$ cat src/rtl/average_then_running_median_filter_defines.svh
// Assertion macros for the frame-time smoother.
`ifndef AVERAGE_THEN_RUNNING_MEDIAN_FILTER_DEFINES_SVH
`define AVERAGE_THEN_RUNNING_MEDIAN_FILTER_DEFINES_SVH

`ifndef NO_ASSERTIONS
// Same-cycle implication, disabled during reset.
`define ATRM_ASSERT_NOW(label, clk, rst, ante, cons, msg) \
  label: assert property (@(posedge clk) disable iff (rst) (ante) |-> (cons)) \
    else $error(msg);
// Next-cycle implication, disabled during reset.
`define ATRM_ASSERT_NEXT(label, clk, rst, ante, cons, msg) \
  label: assert property (@(posedge clk) disable iff (rst) (ante) |=> (cons)) \
    else $error(msg);
`else
`define ATRM_ASSERT_NOW(label, clk, rst, ante, cons, msg)
`define ATRM_ASSERT_NEXT(label, clk, rst, ante, cons, msg)
`endif

`endif

$ cat src/rtl/atrm_ram.sv
module atrm_ram #(
  parameter int WIDTH = 8,
  parameter int DEPTH = 16
) (
  input  logic                                     clk,
  input  logic                                     we,
  input  logic [((DEPTH > 1) ? $clog2(DEPTH) : 1)-1:0] waddr,
  input  logic [WIDTH-1:0]                         wdata,
  input  logic [((DEPTH > 1) ? $clog2(DEPTH) : 1)-1:0] raddr,
  output logic [WIDTH-1:0]                         rdata
);

  logic [WIDTH-1:0] mem [DEPTH];

  always_ff @(posedge clk) begin
    if (we) begin
      mem[waddr] <= wdata;
    end
    rdata <= mem[raddr];
  end

endmodule

$ cat config.mk
export PLATFORM = sky130hd
export DESIGN_NAME = atrm_ram
export DESIGN_NICKNAME = d
export VERILOG_FILES = /design/src/rtl/average_then_running_median_filter_defines.svh /design/src/rtl/atrm_ram.sv
export SDC_FILE = /design/constraint.sdc
export NUM_CORES = 1
export LEC_CHECK = 0
export ABC_AREA = 1
export CORE_MARGIN = 2
export CORE_UTILIZATION = 35
export CTS_CLUSTER_SIZE = 25
export DETAILED_ROUTE_END_ITERATION = 10
export DONT_BUFFER_PORTS = 1
export GPL_ROUTABILITY_DRIVEN = 1
export PLACE_DENSITY_LB_ADDON = 0.1
export SYNTH_ARGS = -nofsm -noshare
export SYNTH_HDL_FRONTEND = slang
export SYNTH_SLANG_ARGS = --single-unit
export TNS_END_PERCENT = 10
$ cat constraint.sdc
create_clock -name clk -period 1.55 [get_ports clk]
set_clock_uncertainty 0.05 [all_clocks]
set_input_delay 0.3875 -clock clk [delete_from_list [all_inputs] [get_ports clk]]
set_output_delay 0.3875 -clock clk [all_outputs]
set_load 0.02 [all_outputs]
## Yosys cells after proc, flatten, opt, wreduce, memory -nomap -nowiden

Memory sizes are Yosys's and may differ from the RTL's. A register that Yosys moved wholly into a read port is not among the register bits.
Cells that the tools add are included.

| storage, ports and cells | value |
|---|---|
| bits in registers | 0 |
| RAM bits | 128 |
| bits of input ports | 18 |
| word-level logic and storage cells | 3 |
| memories | 1 |

| operators by class | value |
|---|---|
| multiplexer cells | 2 |

Memories:

| memory | words | width | read ports | clocked after memory_dff | write ports | line | source |
|---|---|---|---|---|---|---|---|
| mem | 16 | 8 | 1 | 1 | 1 | atrm_ram.sv:13 | `logic [WIDTH-1:0] mem [DEPTH];` |

Operators with widths:

| cell | number |
|---|---|
| $mux W1 | 2 |

## Logic depth before layout (Yosys ltp)

| depth | value |
|---|---|
| depth in word-level cells | 2 |
| depth in mapped cells | 8 |
| mapped depth without buffers | 7 |

## Least setup slack after synthesis

Ideal clock, no wire load.

| timing | value |
|---|---|
| path type | in2reg |
| from | input port waddr[2] in the netlist's numbering |
| to | memory mem[10][0], enable pin |
| setup time | 0.370 ns |
| arrival time | 0.968 ns |
| required time | 1.130 ns |
| setup slack | 0.162 ns |
| stages | 2 |
| buffers on the path | 0 |
| cells stage by stage | nand3b_1 nor2_1 |

RTL lines:

| item | line | source |
|---|---|---|
| start: declaration | atrm_ram.sv:7 | `input logic [((DEPTH > 1) ? $clog2(DEPTH) : 1)-1:0] waddr,` |
| end: declaration | atrm_ram.sv:13 |  |

Straight into the memory's write port.

## Worst setup path in the final report

| timing | value |
|---|---|
| from | register rdata[4] (read register of mem) |
| to | output port rdata[4] |

RTL lines:

| item | line | source |
|---|---|---|
| start: declaration | atrm_ram.sv:10 | `output logic [WIDTH-1:0] rdata` |

No word-level cell between the ends.

==> out/qor.tcl <==
set qor(vias_in_the_first_global_route) 3774
set qor(powerDensity_nw_per_um2) 1220
set qor(post-cts-setup-buffer-count) 0
set qor(cts_htree_levels) 4
set qor(cts.hold.buffers_added) 20
set qor(layout_setup_ws_ns) 0.1879
set qor(synthCells) 551
set qor(ys.warnings.count) 0
set qor(report.final.setup_viol) 0
set qor(drt_drc_violations_left) 0
set qor(drv_cap) 0
set qor(sequential_cell_area_sq_um) 4004
set qor(detail-route-antenna-nets) 0
set qor(numPortBuffers) 0
set qor(floorplan.die_area_sq_um) 17520
set qor(via_per_inst) 4.646
set qor(max_slew_margin_pct) 54.78
set qor(ios) 26
set qor(worst_min_delay_path_class) {input port to flop}
set qor(drtIter0Drc) 331
set qor(ir_worst_vdd_uv) 767.8
set qor(clockBufferDepth) 2
set qor(synth_nets) 569
set qor(grt_pass1_wl_microns) 23480
set qor(placed_area_sq_um) 6066
set qor(cts_tree) {yes}
set qor(cts_made_buffers) 17
set qor(drive_above_1_share_pct) 8.567
set qor(commonest_register_cell_after_synthesis) {edfxtp_1}
set qor(period_needed_ns) 1.362
set qor(synthesis.area_per_instance_sq_um) 10.47
set qor(core.rowCount) 46
set qor(tightestPinTransition_ns) 0.6761
set qor(die-width_microns) 132.4
set qor(design.core.area_sq_um) 16000
set qor(yosys.area.top_type) {edfxtp_1}
set qor(detailed_place_hpwl_microns) 8662
set qor(post_route_cell_area_sq_um) 6889
set qor(numClockSinks) 136
set qor(p_total_mw) 8.408
set qor(start_util_pct) 36.04
set qor(fin_util_pct) 43.06
set qor(synth.ff_latch_count) 136
set qor(number_of_antenna_violations_at_the_first_check_in_global_routing) 1
set qor(maxSlewViolCount) 0
set qor(gp_routability_congestion) 0.7939
set qor(power.static_leakage_nw) 2.929
set qor(fmax_ghz) 0.7342
set qor(cts_repair_resize_count) 0
set qor(report.final.hold_viol_count) 0
set qor(dr_total_vias) 3828
set qor(synth_edf_count) 128
set qor(timing.final.crit_share_pct) 87.88
set qor(synth_async_sr_flop_share_pct) 0
set qor(multi_input_area_sq_um) 1214
set qor(floorplan.die.height_microns) 132.4
set qor(post_synth_instance_area_sq_um) 5767
set qor(layout-area-overhead-vs-synth_pct) 19.46
set qor(setup_total_negative_slack_ns) 0
set qor(worstSkewPairLatency_ns) 0.42
set qor(critical_path_required_ns) 1.11
set qor(cp.arrival_ns) 0.92
set qor(ys_seq_area_share_pct) 69.43
set qor(yosysMostFrequentCell) {nand2_1}
set qor(post_drt_wl_per_cell_microns) 19.04
set qor(worst_setup_path_end_kind) {primary output}
set qor(timing_worst_setup_path_type) {flop to primary output}
set qor(synth.top_cells.by_count) {173 x nand2_1, 128 x edfxtp_1, 100 x inv_1}
set qor(grtUsageTotal_pct) 18.72
set qor(final.fill_count) 1575
set qor(ys_types) 12
set qor(grt_max_degree) 66
set qor(dp_worst_setup_slack_ns) 0.1808
set qor(drt-total-wl_microns) 15690
set qor(grt_setup_unrepaired) {false}
set qor(worst_setup_path_start_kind) {flop}
set qor(final_nets) 612
set qor(clk_pin_slew_worst_paths_ns) 0.06
set qor(clockRootBuffer) {clkbuf_16}
set qor(netlist.area_leader.share_pct) 66.65
set qor(run_status) {finished clean}
set qor(critical_path_peak_fanout) 1
set qor(firstDrtPassIters) 5
set qor(ranking_of_synthesized_cells_by_area) {edfxtp_1 67%, nand2_1 11%, nand3_1 8.4%, inv_1 6.5%, dfxtp_1 2.8%}
set qor(gr-total-overflow) 0
==> worst register-to-register path, cell delays in order (launching register included) <==
cell and delay, ns:
edfxtp_1 0.36, inv_1 0.06, nand2_1 0.05, nand3_1 0.07, nand3_1 0.12, nand3_1 0.16, nand2_1 0.08
==> area by class of cell <==
| class | instances | area share, % |
|---|---|---|
| Antenna cell | 1 | 0.03632 |
| Clock buffer | 22 | 6.883 |
| Clock inverter | 10 | 1.108 |
| Inverter | 102 | 5.558 |
| Multi-Input combinational cell | 289 | 17.62 |
| Sequential cell | 136 | 58.12 |
| Tap cell | 216 | 3.923 |
| Timing Repair Buffer | 48 | 6.756 |
==> state kept, by name, indices dropped and copies added (netlist names) <==
signal / cells
mem: 128
rdata: 8
==> stage by stage <==
stage / hold slack (ns) / std cells
floorplan: 0.4364 / 551
detailed placement: 0.4379 / 764
CTS: 0.00007763 / 816
finish: 0.06579 / 824
global route: 0.05184 / 823
global placement: 0.4380 / 764
==> metal layers <==
| layer | wire length (microns) | global-route usage, % | vias up |
|---|---|---|---|
| met5 | 0 | 0 | - |
| met4 | 383 | 9.200 | 0 |
| li1 | - | - | 1867 |
| met3 | 776 | 5.421 | 20 |
| met1 | 7449 | 25.57 | 1851 |
| met2 | 7079 | 27.29 | 90 |
==> kinds of logic (layout without fill, tap and decap cells) <==
logic type,after synthesis,in the layout,synth area share (%)
buffers and inverters,126,182,9.525
flip-flops,136,136,69.43
other,0,1,0
AND/OR/NAND/NOR,289,289,21.05
==> report_power, final <==
group          leakage [nW]  switching [mW]  total, mW  internal (mW)
Sequential             1.22          0.0608       4.17           4.11
Combinational          1.43           0.300      0.472          0.171
Clock                 0.277            1.46       3.76           2.30
==> worst paths after layout <==
check                                 from  endpoint  slack (ns)  cells past startpoint
worst min register to register  mem[11][4]  rdata[4]        0.63                      6
worst max-delay path              rdata[4]  rdata[4]        0.19                      0
worst max register to register   mem[0][3]  rdata[3]        0.48                      6
worst min-delay path              raddr[3]  rdata[4]        0.07                      2
==> cell usage in the layout (no fill, tap or decap), drive strengths merged <==
master / n
buf: 21
bufinv: 1
clkbuf: 22
clkinv: 8
clkinvlp: 1
dfxtp: 8
diode: 1
dlygate4sd3: 27
edfxtp: 128
inv: 102
nand2: 173
nand3: 97
nand3b: 2
nor2: 17
(Power assumes the default switching activity.)
